$ cat src/hdl/fridge_sensor_ook_frame_decoder_top_defines.svh
// Assertion macros for the frame decoder.
`ifndef FRIDGE_SENSOR_OOK_FRAME_DECODER_TOP_DEFINES_SVH
`define FRIDGE_SENSOR_OOK_FRAME_DECODER_TOP_DEFINES_SVH
`ifndef NO_ASSERTIONS
`define FSOFD_ASSERT(lbl, prop, msg) \
	lbl: assert property (@(posedge clk) disable iff (!arst_n) prop) else $error(msg);
`define FSOFD_ASSERT_ALWAYS(lbl, prop, msg) \
	lbl: assert property (@(posedge clk) prop) else $error(msg);
`else
`define FSOFD_ASSERT(lbl, prop, msg)
`define FSOFD_ASSERT_ALWAYS(lbl, prop, msg)
`endif
`endif

$ cat src/hdl/fsofd_pkg.sv
package fsofd_pkg;

	localparam int FRAME_BITS     = 40;
	localparam int CHECKED_BITS   = 32;
	localparam int FRAME_PULSES   = 2 * FRAME_BITS;
	localparam int CHECKED_PULSES = 2 * CHECKED_BITS;
	localparam int FIFO_DEPTH     = 2;
	localparam int FIFO_AW        = $clog2(FIFO_DEPTH);
	localparam int FIFO_LW        = $clog2(FIFO_DEPTH + 1);

	localparam logic [15:0] RST_LONG_GAP   = 16'd2000;
	localparam logic [15:0] RST_ONE_THRESH = 16'd650;
	localparam logic [7:0]  RST_MIN_PULSES = 8'd84;
	localparam logic [7:0]  RST_MAX_PULSES = 8'd88;

	localparam logic [1:0] REG_LONG_GAP   = 2'd0;
	localparam logic [1:0] REG_ONE_THRESH = 2'd1;
	localparam logic [1:0] REG_MIN_PULSES = 2'd2;
	localparam logic [1:0] REG_MAX_PULSES = 2'd3;

	localparam logic [2:0] ST_OK       = 3'd0;
	localparam logic [2:0] ST_BAD_CNT  = 3'd1;
	localparam logic [2:0] ST_LONG_GAP = 3'd2;
	localparam logic [2:0] ST_ZERO     = 3'd3;
	localparam logic [2:0] ST_CRC      = 3'd4;

	localparam logic [7:0]  CNT_MAX     = 8'hFF;
	localparam logic [7:0]  CRC_POLY    = 8'h07;
	localparam logic [8:0]  F_OFFSET    = 9'd32;
	// floor(m * 7282 / 2^16) equals m / 9 for m up to 795
	localparam logic [12:0] DIV9_RECIP  = 13'd7282;

	function automatic logic [7:0] flip8(input logic [7:0] b);
		logic [7:0] r;
		for (int i = 0; i < 8; i++) begin
			r[i] = b[7 - i];
		end
		return r;
	endfunction

	localparam logic [7:0] CRC_POLY_REFL = flip8(CRC_POLY);

	typedef struct packed {
		logic [15:0] long_gap_limit;
		logic [15:0] one_threshold;
		logic [7:0]  min_pulses;
		logic [7:0]  max_pulses;
	} cfg_regs_t;

	typedef struct packed {
		logic [7:0]              pulse_count;
		logic [FRAME_BITS-1:0]   bits;
		logic                    long_gap;
		logic [7:0]              crc_rem;
	} frame_rec_t;

endpackage

$ cat src/hdl/fsofd_pulse_if.sv
interface fsofd_pulse_if;
	import fsofd_pkg::*;
	logic        valid;
	logic        ready;
	logic [15:0] pulse_length;
	logic        frame_end;

	modport source (output valid, output pulse_length, output frame_end, input ready);
	modport sink (input valid, input pulse_length, input frame_end, output ready);
endinterface

$ cat src/hdl/fsofd_result_if.sv
interface fsofd_result_if;
	import fsofd_pkg::*;
	logic               valid;
	logic               ready;
	logic [2:0]         frame_status;
	logic [15:0]        sensor_id;
	logic [1:0]         unit_number;
	logic               battery_ok;
	logic signed [10:0] celsius_tenths;

	modport source (output valid, output frame_status, output sensor_id, output unit_number,
		output battery_ok, output celsius_tenths, input ready);
	modport sink (input valid, input frame_status, input sensor_id, input unit_number,
		input battery_ok, input celsius_tenths, output ready);
endinterface

$ cat src/hdl/fsofd_cfg_if.sv
interface fsofd_cfg_if;
	import fsofd_pkg::*;
	logic        valid;
	logic        ready;
	logic [1:0]  index;
	logic [15:0] data;

	modport source (output valid, output index, output data, input ready);
	modport sink (input valid, input index, input data, output ready);
endinterface

$ cat src/hdl/fsofd_front.sv
module fsofd_front
	import fsofd_pkg::*;
(
	input  logic          clk,
	input  logic          arst_n,
	fsofd_pulse_if.sink   pulse,
	input  cfg_regs_t     cfg_regs,
	input  logic          full,
	output logic          push,
	output frame_rec_t    rec
);

	logic [7:0]            cnt_q, cnt_nx;
	logic [FRAME_BITS-1:0] shift_q, shift_nx;
	logic                  lg_q, lg_nx;
	logic [7:0]            crc_q, crc_nx, crc_step;
	logic                  acc, take_bit, checked, bit_in, fb;

	assign pulse.ready = !full;
	assign acc         = pulse.valid && pulse.ready;

	always_comb begin
		cnt_nx   = (cnt_q == CNT_MAX) ? cnt_q : cnt_q + 8'd1;
		take_bit = cnt_nx[0] && (cnt_nx < 8'(FRAME_PULSES));
		checked  = take_bit && (cnt_nx < 8'(CHECKED_PULSES));
		bit_in   = pulse.pulse_length > cfg_regs.one_threshold;
		shift_nx = take_bit ? {shift_q[FRAME_BITS-2:0], bit_in} : shift_q;
		lg_nx    = lg_q || (checked && (pulse.pulse_length > cfg_regs.long_gap_limit));
		// serial reflected CRC, bits arrive LSB first per byte
		fb       = crc_q[0] ^ bit_in;
		crc_step = {1'b0, crc_q[7:1]} ^ (fb ? CRC_POLY_REFL : 8'h00);
		crc_nx   = checked ? crc_step : crc_q;
	end

	assign push = acc && pulse.frame_end;
	assign rec  = '{pulse_count: cnt_nx, bits: shift_nx, long_gap: lg_nx, crc_rem: crc_nx};

	always_ff @(posedge clk or negedge arst_n) begin
		if (!arst_n) begin
			cnt_q   <= '0;
			shift_q <= '0;
			lg_q    <= 1'b0;
			crc_q   <= '0;
		end else if (acc) begin
			if (pulse.frame_end) begin
				cnt_q   <= '0;
				shift_q <= '0;
				lg_q    <= 1'b0;
				crc_q   <= '0;
			end else begin
				cnt_q   <= cnt_nx;
				shift_q <= shift_nx;
				lg_q    <= lg_nx;
				crc_q   <= crc_nx;
			end
		end
	end

endmodule

$ cat src/hdl/fsofd_fifo.sv
module fsofd_fifo
	import fsofd_pkg::*;
(
	input  logic               clk,
	input  logic               arst_n,
	input  logic               push,
	input  frame_rec_t         wr_rec,
	input  logic               pop,
	output frame_rec_t         rd_rec,
	output logic               full,
	output logic               rd_valid,
	output logic [FIFO_LW-1:0] level
);

	frame_rec_t         mem_q [FIFO_DEPTH];
	logic [FIFO_AW-1:0] wr_ptr_q, rd_ptr_q;
	logic [FIFO_LW-1:0] level_q;

	assign full     = (level_q == FIFO_LW'(FIFO_DEPTH));
	assign rd_valid = (level_q != '0);
	assign rd_rec   = mem_q[rd_ptr_q];
	assign level    = level_q;

	always_ff @(posedge clk) begin
		if (push) begin
			mem_q[wr_ptr_q] <= wr_rec;
		end
	end

	always_ff @(posedge clk or negedge arst_n) begin
		if (!arst_n) begin
			wr_ptr_q <= '0;
			rd_ptr_q <= '0;
			level_q  <= '0;
		end else begin
			if (push) begin
				wr_ptr_q <= wr_ptr_q + 1'b1;
			end
			if (pop) begin
				rd_ptr_q <= rd_ptr_q + 1'b1;
			end
			if (push && !pop) begin
				level_q <= level_q + 1'b1;
			end else if (pop && !push) begin
				level_q <= level_q - 1'b1;
			end
		end
	end

endmodule

$ cat src/hdl/fsofd_back.sv
module fsofd_back
	import fsofd_pkg::*;
(
	input  logic            clk,
	input  logic            arst_n,
	input  cfg_regs_t       cfg_regs,
	input  logic            rd_valid,
	input  frame_rec_t      rd_rec,
	output logic            pop,
	fsofd_result_if.source  result
);

	logic [7:0]         d0, d1, d2, d3, crc_rx;
	logic [2:0]         status;
	logic signed [8:0]  f_val, t_val;
	logic signed [10:0] t_ext, m5, m5_abs;
	logic               ok;

	logic               v_s1;
	logic [2:0]         status_s1;
	logic [15:0]        id_s1;
	logic [1:0]         unit_s1;
	logic               bat_s1;
	logic [9:0]         mag_s1;
	logic               neg_s1;

	logic               out_v_q;
	logic [2:0]         status_q;
	logic [15:0]        id_q;
	logic [1:0]         unit_q;
	logic               bat_q;
	logic signed [10:0] tenths_q;

	logic               adv2;
	logic [22:0]        prod;
	logic [6:0]         quo;
	logic [9:0]         ten_mag;
	logic signed [10:0] tenths_nx;

	always_comb begin
		d0     = flip8(rd_rec.bits[39:32]);
		d1     = flip8(rd_rec.bits[31:24]);
		d2     = flip8(rd_rec.bits[23:16]);
		d3     = flip8(rd_rec.bits[15:8]);
		crc_rx = flip8(rd_rec.bits[7:0]);
		if (rd_rec.pulse_count < 8'(FRAME_PULSES) ||
			rd_rec.pulse_count < cfg_regs.min_pulses ||
			rd_rec.pulse_count > cfg_regs.max_pulses) begin
			status = ST_BAD_CNT;
		end else if (rd_rec.long_gap) begin
			status = ST_LONG_GAP;
		end else if (rd_rec.bits[39:8] == 32'd0) begin
			status = ST_ZERO;
		end else if (rd_rec.crc_rem != crc_rx) begin
			status = ST_CRC;
		end else begin
			status = ST_OK;
		end
		ok     = (status == ST_OK);
		f_val  = d0[7] ? -$signed({2'b00, d0[6:0]}) : $signed({2'b00, d0[6:0]});
		t_val  = f_val - $signed(F_OFFSET);
		t_ext  = {{2{t_val[8]}}, t_val};
		m5     = (t_ext <<< 2) + t_ext;
		m5_abs = m5[10] ? -m5 : m5;
	end

	assign adv2 = !out_v_q || result.ready;
	assign pop  = rd_valid && (!v_s1 || adv2);

	always_ff @(posedge clk) begin
		if (pop) begin
			status_s1 <= status;
			id_s1     <= ok ? {d1, d2} : 16'd0;
			unit_s1   <= ok ? {1'b0, d3[0]} + 2'd1 : 2'd0;
			bat_s1    <= ok && !d3[1];
			mag_s1    <= ok ? m5_abs[9:0] : 10'd0;
			neg_s1    <= ok && m5[10];
		end
	end

	always_comb begin
		prod      = 23'(mag_s1) * 23'(DIV9_RECIP);
		quo       = prod[22:16];
		ten_mag   = 10'({quo, 3'b000}) + 10'({quo, 1'b0});
		tenths_nx = neg_s1 ? -$signed({1'b0, ten_mag}) : $signed({1'b0, ten_mag});
	end

	always_ff @(posedge clk) begin
		if (adv2 && v_s1) begin
			status_q <= status_s1;
			id_q     <= id_s1;
			unit_q   <= unit_s1;
			bat_q    <= bat_s1;
			tenths_q <= tenths_nx;
		end
	end

	always_ff @(posedge clk or negedge arst_n) begin
		if (!arst_n) begin
			v_s1    <= 1'b0;
			out_v_q <= 1'b0;
		end else begin
			if (pop) begin
				v_s1 <= 1'b1;
			end else if (adv2) begin
				v_s1 <= 1'b0;
			end
			if (adv2) begin
				out_v_q <= v_s1;
			end
		end
	end

	assign result.valid          = out_v_q;
	assign result.frame_status   = status_q;
	assign result.sensor_id      = id_q;
	assign result.unit_number    = unit_q;
	assign result.battery_ok     = bat_q;
	assign result.celsius_tenths = tenths_q;

endmodule

$ cat src/hdl/fridge_sensor_ook_frame_decoder_top.sv
// Channel  | Dir | Payload                                   | Accepted when
// pulse    | in  | pulse_length, frame_end                   | valid && ready
// result   | out | frame_status, sensor_id, unit_number,     | valid && ready
//          |     | battery_ok, celsius_tenths                |
// cfg      | in  | index, data                               | valid && ready
//
// One pulse per cycle while not full; bits and CRC are built serially as gaps arrive.
// After its end beat, a frame result passes the queue, decode stage, then output reg.
// Two-entry frame queue between front and back; pulse.ready drops only when it is full.
// arst_n clears counters, shift state, queue and valids; config regs return to defaults.
// cfg.ready is always high.
`include "fridge_sensor_ook_frame_decoder_top_defines.svh"
module fridge_sensor_ook_frame_decoder_top
	import fsofd_pkg::*;
(
	input  logic           clk,
	input  logic           arst_n,
	fsofd_pulse_if.sink    pulse,
	fsofd_result_if.source result,
	fsofd_cfg_if.sink      cfg
);

	cfg_regs_t          cfg_regs_q;
	frame_rec_t         wr_rec, rd_rec;
	logic               push, pop, full, rd_valid;
	logic [FIFO_LW-1:0] fifo_level;

	assign cfg.ready = 1'b1;

	always_ff @(posedge clk or negedge arst_n) begin
		if (!arst_n) begin
			cfg_regs_q <= '{long_gap_limit: RST_LONG_GAP, one_threshold: RST_ONE_THRESH,
				min_pulses: RST_MIN_PULSES, max_pulses: RST_MAX_PULSES};
		end else if (cfg.valid && cfg.ready) begin
			case (cfg.index)
				REG_LONG_GAP:   cfg_regs_q.long_gap_limit <= cfg.data;
				REG_ONE_THRESH: cfg_regs_q.one_threshold  <= cfg.data;
				REG_MIN_PULSES: cfg_regs_q.min_pulses     <= cfg.data[7:0];
				REG_MAX_PULSES: cfg_regs_q.max_pulses     <= cfg.data[7:0];
				default: ;
			endcase
		end
	end

	fsofd_front u_front (
		.clk      (clk),
		.arst_n   (arst_n),
		.pulse    (pulse),
		.cfg_regs (cfg_regs_q),
		.full     (full),
		.push     (push),
		.rec      (wr_rec)
	);

	fsofd_fifo u_fifo (
		.clk      (clk),
		.arst_n   (arst_n),
		.push     (push),
		.wr_rec   (wr_rec),
		.pop      (pop),
		.rd_rec   (rd_rec),
		.full     (full),
		.rd_valid (rd_valid),
		.level    (fifo_level)
	);

	fsofd_back u_back (
		.clk      (clk),
		.arst_n   (arst_n),
		.cfg_regs (cfg_regs_q),
		.rd_valid (rd_valid),
		.rd_rec   (rd_rec),
		.pop      (pop),
		.result   (result)
	);

	`FSOFD_ASSERT(a_fifo_bound, fifo_level <= FIFO_LW'(FIFO_DEPTH), "queue level overflow")
	`FSOFD_ASSERT(a_end_queued, pulse.valid && pulse.ready && pulse.frame_end |=> fifo_level != '0, "frame end beat not queued")
	`FSOFD_ASSERT(a_reject_zero, result.valid && result.frame_status != ST_OK |-> result.sensor_id == 16'd0 && result.unit_number == 2'd0 && !result.battery_ok && result.celsius_tenths == 11'sd0, "rejected frame carries data")
	`FSOFD_ASSERT(a_ok_unit, result.valid && result.frame_status == ST_OK |-> result.unit_number != 2'd0, "good frame without unit")

endmodule
$ cat src/flat_wrapper.sv
// flat-port wrapper written by rule: the top's interface ports become plain ports
module fridge_sensor_ook_frame_decoder_top_flat import fsofd_pkg::*;
  (clk, arst_n, pulse_valid, pulse_pulse_length, pulse_frame_end, pulse_ready, result_valid, result_frame_status, result_sensor_id, result_unit_number, result_battery_ok, result_celsius_tenths, result_ready, cfg_valid, cfg_index, cfg_data, cfg_ready);
  fsofd_pulse_if pulse_i ();
  fsofd_result_if result_i ();
  fsofd_cfg_if cfg_i ();
  input  logic clk;
  input  logic arst_n;
  input wire logic [$bits(pulse_i.valid)-1:0] pulse_valid;
  input wire logic [$bits(pulse_i.pulse_length)-1:0] pulse_pulse_length;
  input wire logic [$bits(pulse_i.frame_end)-1:0] pulse_frame_end;
  output wire logic [$bits(pulse_i.ready)-1:0] pulse_ready;
  output wire logic [$bits(result_i.valid)-1:0] result_valid;
  output wire logic [$bits(result_i.frame_status)-1:0] result_frame_status;
  output wire logic [$bits(result_i.sensor_id)-1:0] result_sensor_id;
  output wire logic [$bits(result_i.unit_number)-1:0] result_unit_number;
  output wire logic [$bits(result_i.battery_ok)-1:0] result_battery_ok;
  output wire logic [$bits(result_i.celsius_tenths)-1:0] result_celsius_tenths;
  input wire logic [$bits(result_i.ready)-1:0] result_ready;
  input wire logic [$bits(cfg_i.valid)-1:0] cfg_valid;
  input wire logic [$bits(cfg_i.index)-1:0] cfg_index;
  input wire logic [$bits(cfg_i.data)-1:0] cfg_data;
  output wire logic [$bits(cfg_i.ready)-1:0] cfg_ready;
  assign pulse_i.valid = pulse_valid;
  assign pulse_i.pulse_length = pulse_pulse_length;
  assign pulse_i.frame_end = pulse_frame_end;
  assign pulse_ready = pulse_i.ready;
  assign result_valid = result_i.valid;
  assign result_frame_status = result_i.frame_status;
  assign result_sensor_id = result_i.sensor_id;
  assign result_unit_number = result_i.unit_number;
  assign result_battery_ok = result_i.battery_ok;
  assign result_celsius_tenths = result_i.celsius_tenths;
  assign result_i.ready = result_ready;
  assign cfg_i.valid = cfg_valid;
  assign cfg_i.index = cfg_index;
  assign cfg_i.data = cfg_data;
  assign cfg_ready = cfg_i.ready;
  fridge_sensor_ook_frame_decoder_top u_core (.clk(clk), .arst_n(arst_n), .pulse(pulse_i), .result(result_i), .cfg(cfg_i));
endmodule
$ cat config.mk
export PLATFORM = sky130hd
export DESIGN_NAME = fridge_sensor_ook_frame_decoder_top_flat
export DESIGN_NICKNAME = d
export VERILOG_FILES = /design/src/hdl/fsofd_pkg.sv /design/src/hdl/fsofd_pulse_if.sv /design/src/hdl/fsofd_result_if.sv /design/src/hdl/fsofd_cfg_if.sv /design/src/hdl/fsofd_front.sv /design/src/hdl/fsofd_fifo.sv /design/src/hdl/fsofd_back.sv /design/src/hdl/fridge_sensor_ook_frame_decoder_top.sv /design/src/flat_wrapper.sv
export VERILOG_INCLUDE_DIRS = /design/src /design/src/hdl
export SDC_FILE = /design/constraint.sdc
export NUM_CORES = 1
export LEC_CHECK = 0
export BUFFER_PORTS_ARGS = -buffer_cell sky130_fd_sc_hd__buf_2
export CORE_MARGIN = 5
export CORE_UTILIZATION = 43
export DETAILED_ROUTE_END_ITERATION = 6
export GPL_TIMING_DRIVEN = 0
export PLACE_DENSITY = 0.59
export SYNTH_ARGS = -nofsm -noshare
export SYNTH_HDL_FRONTEND = slang
export SYNTH_SLANG_ARGS = --single-unit
$ cat constraint.sdc
create_clock -name clk -period 6.5 [get_ports clk]
set_input_delay 0.65 -clock clk [delete_from_list [all_inputs] [get_ports clk]]
set_output_delay 0.65 -clock clk [all_outputs]
set_load 0.02 [all_outputs]
After elaboration in Yosys (flattened, before gate mapping)
Memories as Yosys holds them, arrays and structs flattened.
Cells that the tools add are included.
{ "op_classes": {"reduce_logical": 32, "n_lt_le_gt_ge": 7, "n_addsub": 12, "n_eq_ne": 6, "multipliers": 1, "bitwise": 2, "muxes": 21} }
{ "op_table": {"columns": ["operator", "n"], "rows": [
  ["$mux W40", 2],
  ["$mux W8", 5],
  ["$gt A16 B16 Y1", 2],
  ["$logic_not A32 Y1", 1],
  ["$lt A8 B7 Y1 const B", 3],
  ["$mul A10 B12 Y22 const B", 1],
  ["$mux W10", 2],
  ["$mux W3", 4],
  ["$add A11 B9 Y11", 1],
  ["$logic_and A1 B1 Y1", 11],
  ["$neg A10 Y11", 1],
  ["$add A10 B8 Y10", 1],
  ["$neg A10 Y10", 1],
  ["$mux W9", 1],
  ["$neg A7 Y9", 1],
  ["$sub A9 B7 Y9 const B", 1],
  ["$add A8 B1 Y8 const B", 1],
  ["$eq A8 B8 Y1 const B", 1],
  ["$gt A8 B8 Y1", 1],
  ["$lt A8 B8 Y1", 1],
  ["$ne A8 B8 Y1", 1],
  ["$reduce_and A2 Y1", 4],
  ["$xor A7 B8 Y8", 1],
  ["$eq A2 B2 Y1 const B", 3],
  ["other kinds (13)", 30]
]} }
{ "word_totals": {"regBits": 177, "in_bits": 40, "elab_cells": 107, "ramBits": 114, "memories": 1} }
{ "memory_table": {"columns": ["name", "depth", "word_bits", "read_ports", "rd_ports_with_merged_regs", "write_ports", "line", "text"], "rows": [
  ["u_core.u_fifo.mem_q", 2, 57, 1, 0, 1, "fsofd_fifo.sv:15", "frame_rec_t mem_q [FIFO_DEPTH];"]
]} }

Depth between registers and ports, before layout
{ "depth": {"word_depth": 8, "mapped_depth": 24, "ltp_nobuf": 24} }

Modules after synthesis
A second synthesis with hierarchy kept.
{ "unflattened": {"hier_cells": 1210, "area_unflattened_um2": 15776.4} }
{ "modules_own_cells": {"columns": ["mod", "n_inst", "cells_per_inst", "seq_area_each_um2", "area_each_um2"], "rows": [
  ["fsofd_back", 1, 546, 2001.9, 5799.3],
  ["fsofd_fifo", 1, 193, 3523.4, 4377.9],
  ["fsofd_front", 1, 367, 1426.4, 3764.9],
  ["fridge_sensor_ook_frame_decoder_top", 1, 104, 1221.2, 1834.3]
]} }

Worst setup path before layout
Ideal clock, no wire load.
{ "synth_timing": {"path_kind": "register to register", "start": "register u_core.u_back.mag_s1[4]", "end": "register u_core.u_back.tenths_q[10] (netlist: u_core.u_back.result.celsius_tenths[10]) (data pin)", "t_arrival_ps": 6238, "path_stages_with_launch": 22, "slack_ps": 3, "synth_period_minus_slack_ps": 6497, "required_time_ps": 6241, "setup_ps": 259, "cell_sequence": "edfxtp_1 -> fa_1 -> ha_1 -> inv_1 -> fa_1 -> inv_1 -> fa_1 -> fa_1 -> ha_1 -> and4_1 -> o311ai_4 -> and2_4 -> o21ai_0 -> a21oi_1 -> xor2_1 -> inv_1 -> ha_1 -> a21o_1 -> a21o_2 -> xor3_2 -> or4_4 -> o31a_1"} }
{ "synth_via": {"elab_chain_cells": 3} }
{ "synth_rtl": {"columns": ["element", "line", "text"], "rows": [
  ["from (decl)", "fsofd_back.sv:24", "logic [9:0] mag_s1;"],
  ["from (signal assigned)", "fsofd_back.sv:76", "mag_s1 <= ok ? m5_abs[9:0] : 10'd0;"],
  ["$mul A10 B12 Y22", "fsofd_back.sv:82", "prod = 23'(mag_s1) * 23'(DIV9_RECIP);"],
  ["$add A10 B8 Y10", "fsofd_back.sv:84", "ten_mag = 10'({quo, 3'b000}) + 10'({quo, 1'b0});"],
  ["$neg A10 Y11", "fsofd_back.sv:85", "tenths_nx = neg_s1 ? -$signed({1'b0, ten_mag}) : $signed({1'b0, ten_mag});"],
  ["to (signal assigned)", "fsofd_back.sv:94", "tenths_q <= tenths_nx;"],
  ["to (decl)", "fsofd_back.sv:32", "logic signed [10:0] tenths_q;"]
]} }
Every way passes these cells.
A chain may end at the register's enable or synchronous reset.

Worst setup path after layout
{ "layout_timing": {"start": "register u_core.u_back.mag_s1[4]", "end": "register u_core.u_back.tenths_q[10] (netlist: u_core.u_back.result.celsius_tenths[10]) (data pin)"} }
{ "layout_via": {"elab_chain_cells": 3} }
{ "layout_rtl": {"columns": ["element", "line", "text"], "rows": [
  ["$mul A10 B12 Y22", "fsofd_back.sv:82", null],
  ["via u_core.u_back.prod[16]", "fsofd_back.sv:35", "logic [22:0] prod;"],
  ["$add A10 B8 Y10", "fsofd_back.sv:84", null],
  ["$neg A10 Y11", "fsofd_back.sv:85", null]
]} }
The timed path passes the listed nets, and every way through them passes these cells.

==> reports/qor.yml <==
hold_violations: 0
holdWs_ns: 0.0230
die_width_um: 199
worst_clock_skew_ns: 0.00939
grt_pass1_vias: 9732
synthCells: 1192
synth_xor_area_share_pct: 4.10
synthMuxAreaShare_pct: 8.00
fin_crit_sh_pct: 96.6
start_util_pct: 43.4
antenna_found_initial: 0
hold_path.class: "in2async"
overflow: 0
viasPerCell: 5.17
slowest_stage: "fa_1"
fp.dieH_um: 199
drv_slew: 0
ant_nets: 0
nNetsFinal: 1518
area_growth_pct: 14.3
synth_cell_types: 75
die_area_mm2: 0.0397
clkSlewWorstSetupHoldPaths_ns: 0.06
synth.top_cell.area_share_pct: 34.9
cts_tree: "yes"
vias: 9330
clk_latency_ns: 0.55
worst_path_largest_cell_delay_ns: 0.53
reg2reg_slack_ns: 0.22
clock-sinks: 290
grtUsageTotal_pct: 15.8
yosys.area_share.simple_pct: 6.76
cts_buffer_depth: 3
end_kind: "flip-flop"
cp_max_fo: 4
critical_path.cell_chain: "fa_1 > ha_1 > inv_1 > fa_1 > inv_1 > fa_1 > fa_1 > ha_4 > and4_4 > o311ai_4 > and2_4 > o21ai_4 > xor2_1 > ha_1 > fa_1 > a21o_1 > a21oi_2 > xnor2_1 > or4_4 > o31a_1"
arrival_ns: 6.58
synth.yosys.seq_area_share_pct: 53.1
drv_cap: 0
synth_compound_area_share_pct: 10.2
grt_first_pass_wirelength_um: 50900
synth_top_flop_cell: "edfxtp_1"
fillCellCount: 3085
synth_area_leaders: "edfxtp_1 (35%), dfrtp_1 (15%), ha_1 (11%), mux2_2 (6.4%), fa_1 (3.6%)"
worstSetupPathType: "reg2reg"
fp-row-count: 69
startpoint_type: "flip-flop"
drc: 0
dpl.hpwl_um: 22700
crit_top_cell: "fa_1"
place.gp.congestion: 0.804
antenna_cells: 0
max_freq_ghz: 0.159
tightest_slew_ns: 0.839
synthAdderAreaFrac_pct: 14.3
synth_top_area_cell: "edfxtp_1"
setup_tns_ns: 0
synth_common_cells: "edfxtp_1 (179), ha_1 (131), inv_1 (101), dfrtp_1 (95), mux2_2 (87)"
async_flop_share_pct: 38.3
yosysMostFrequentCell: "edfxtp_1"
required_ns: 6.80
min_period_ns: 6.28
cts_buffers: 31
max_slew_margin_pct: 44.0
io_buffers: 72
core_mm2: 0.0355
status: "finished, final reports clean"
drive_above_1_share_pct: 21.5
wl_per_cell_um: 17.1
drt_first_pass_iters: 5
wl_um: 30900
synth.avg_cell_area_um2: 12.9
synth-seq-cells: 290
syn_area_mm2: 0.0154
ys.warnings.count: 0
syn_nets: 1391
root_buffer: "clkbuf_16"
synth_top_family_by_area: "adder cells"
finalSetupViolCount: 0
synth_edf_count: 179
grt_max_degree: 70
htree_levels: 1
pin_count: 76
drt-initial-drc-count: 358
## repair_timing
action / CTS / global route
resized for setup: 6 / 12
hold buffers: 0 / 0
pin swaps: 1 / 7
endpoints found under the setup margin: 4 / 3
buffers inserted: 12 / 6
hold endpoints to repair: 0 / 0
gates cloned: 0 / 0
## cell families after synthesis
logic type      count (synthesis)
flops                         290
buf+inv                       137
mux                           112
simple gates                  208
xor+xnor                       68
fa+ha+maj                     159
compound gates                216
other cells                     2
## cells in the final DEF, fill, tap and decap left out, drive strengths merged, types with 16 or more instances in the layout
cell and count:
a21oi 40, o21a 19, mux2i 25, dfstp 16, buf 107, xnor2 44
edfxtp 179, ha 131, xor2 23, nand2 50, nor2 58, inv 102
clkbuf 65, mux2 87, dfrtp 95, a22o 52, o21ai 44, fa 28
## flip-flops by register name (all words and copies together) (netlist names), 8 cells and up
| register | flops |
|---|---|
| u_core.u_back.result.celsius_tenths | 10 |
| u_core.u_back.result.sensor_id | 16 |
| u_core.u_front.crc_q | 8 |
| u_core.u_fifo.mem_q | 114 |
| u_core.cfg_regs_q | 48 |
| u_core.u_front.shift_q | 40 |
| u_core.u_front.cnt_q | 8 |
| u_core.u_back.mag_s1 | 10 |
| u_core.u_back.id_s1 | 16 |
## worst max-delay path, delay by kind of cell, from the launching register on
kind | cells | cell delay [ns]
buf+inv | 2 | 0.10
compound gates | 5 | 0.99
flops | 1 | 0.42
xor+xnor | 2 | 0.30
simple gates | 3 | 0.94
fa+ha+maj | 8 | 3.28
## per-stage QoR
step | setup WS, ns | instance area, µm² | std cells | utilization (%)
floorplan | 0.00273 | 15400 | 1192 | -
finish | 0.221 | 17600 | 1804 | 49.6
detailed placement | -0.565 | 16400 | 1729 | 46.3
CTS | 0.00504 | 17500 | 1798 | 49.2
global placement | -0.499 | 16300 | 1725 | 46.0
global route | -0.00907 | 17600 | 1804 | 49.6
## layout make-up
class                   instances  area [µm²]  area share [%]
plain buffers                  36         155           0.882
multi-input cells             765        6800            38.6
well taps                     461         577            3.28
inverters                     101         379            2.16
clock inverters                15        80.1           0.455
clock buffers                  42         837            4.76
flip-flops and latches        290        8170            46.5
repair buffers                 94         589            3.35
## layer usage
layer  global-route usage (%)  share of wire [%]
met5                        0                  0
met4                     3.55                1.9
met3                     2.29                3.5
met2                     27.3                 49
met1                     21.4                 46
## worst paths after layout
kind	start	end	cells past startpoint
max in group asynchronous	arst_n	u_core.cfg_regs_q[23]	2
worst max register to register	u_core.u_back.mag_s1[4]	u_core.u_back.result.celsius_tenths[10]	20
worst max-delay path	u_core.u_back.mag_s1[4]	u_core.u_back.result.celsius_tenths[10]	20
min in group clk	cfg_data[13]	u_core.cfg_regs_q[45]	3
worst min-delay path	arst_n	u_core.cfg_regs_q[18]	1
worst min register to register	u_core.u_back.id_s1[15]	u_core.u_back.result.sensor_id[15]	0
Power is not shown: default switching activity piles up to over one toggle a cycle in this logic, so the estimate is an artifact.
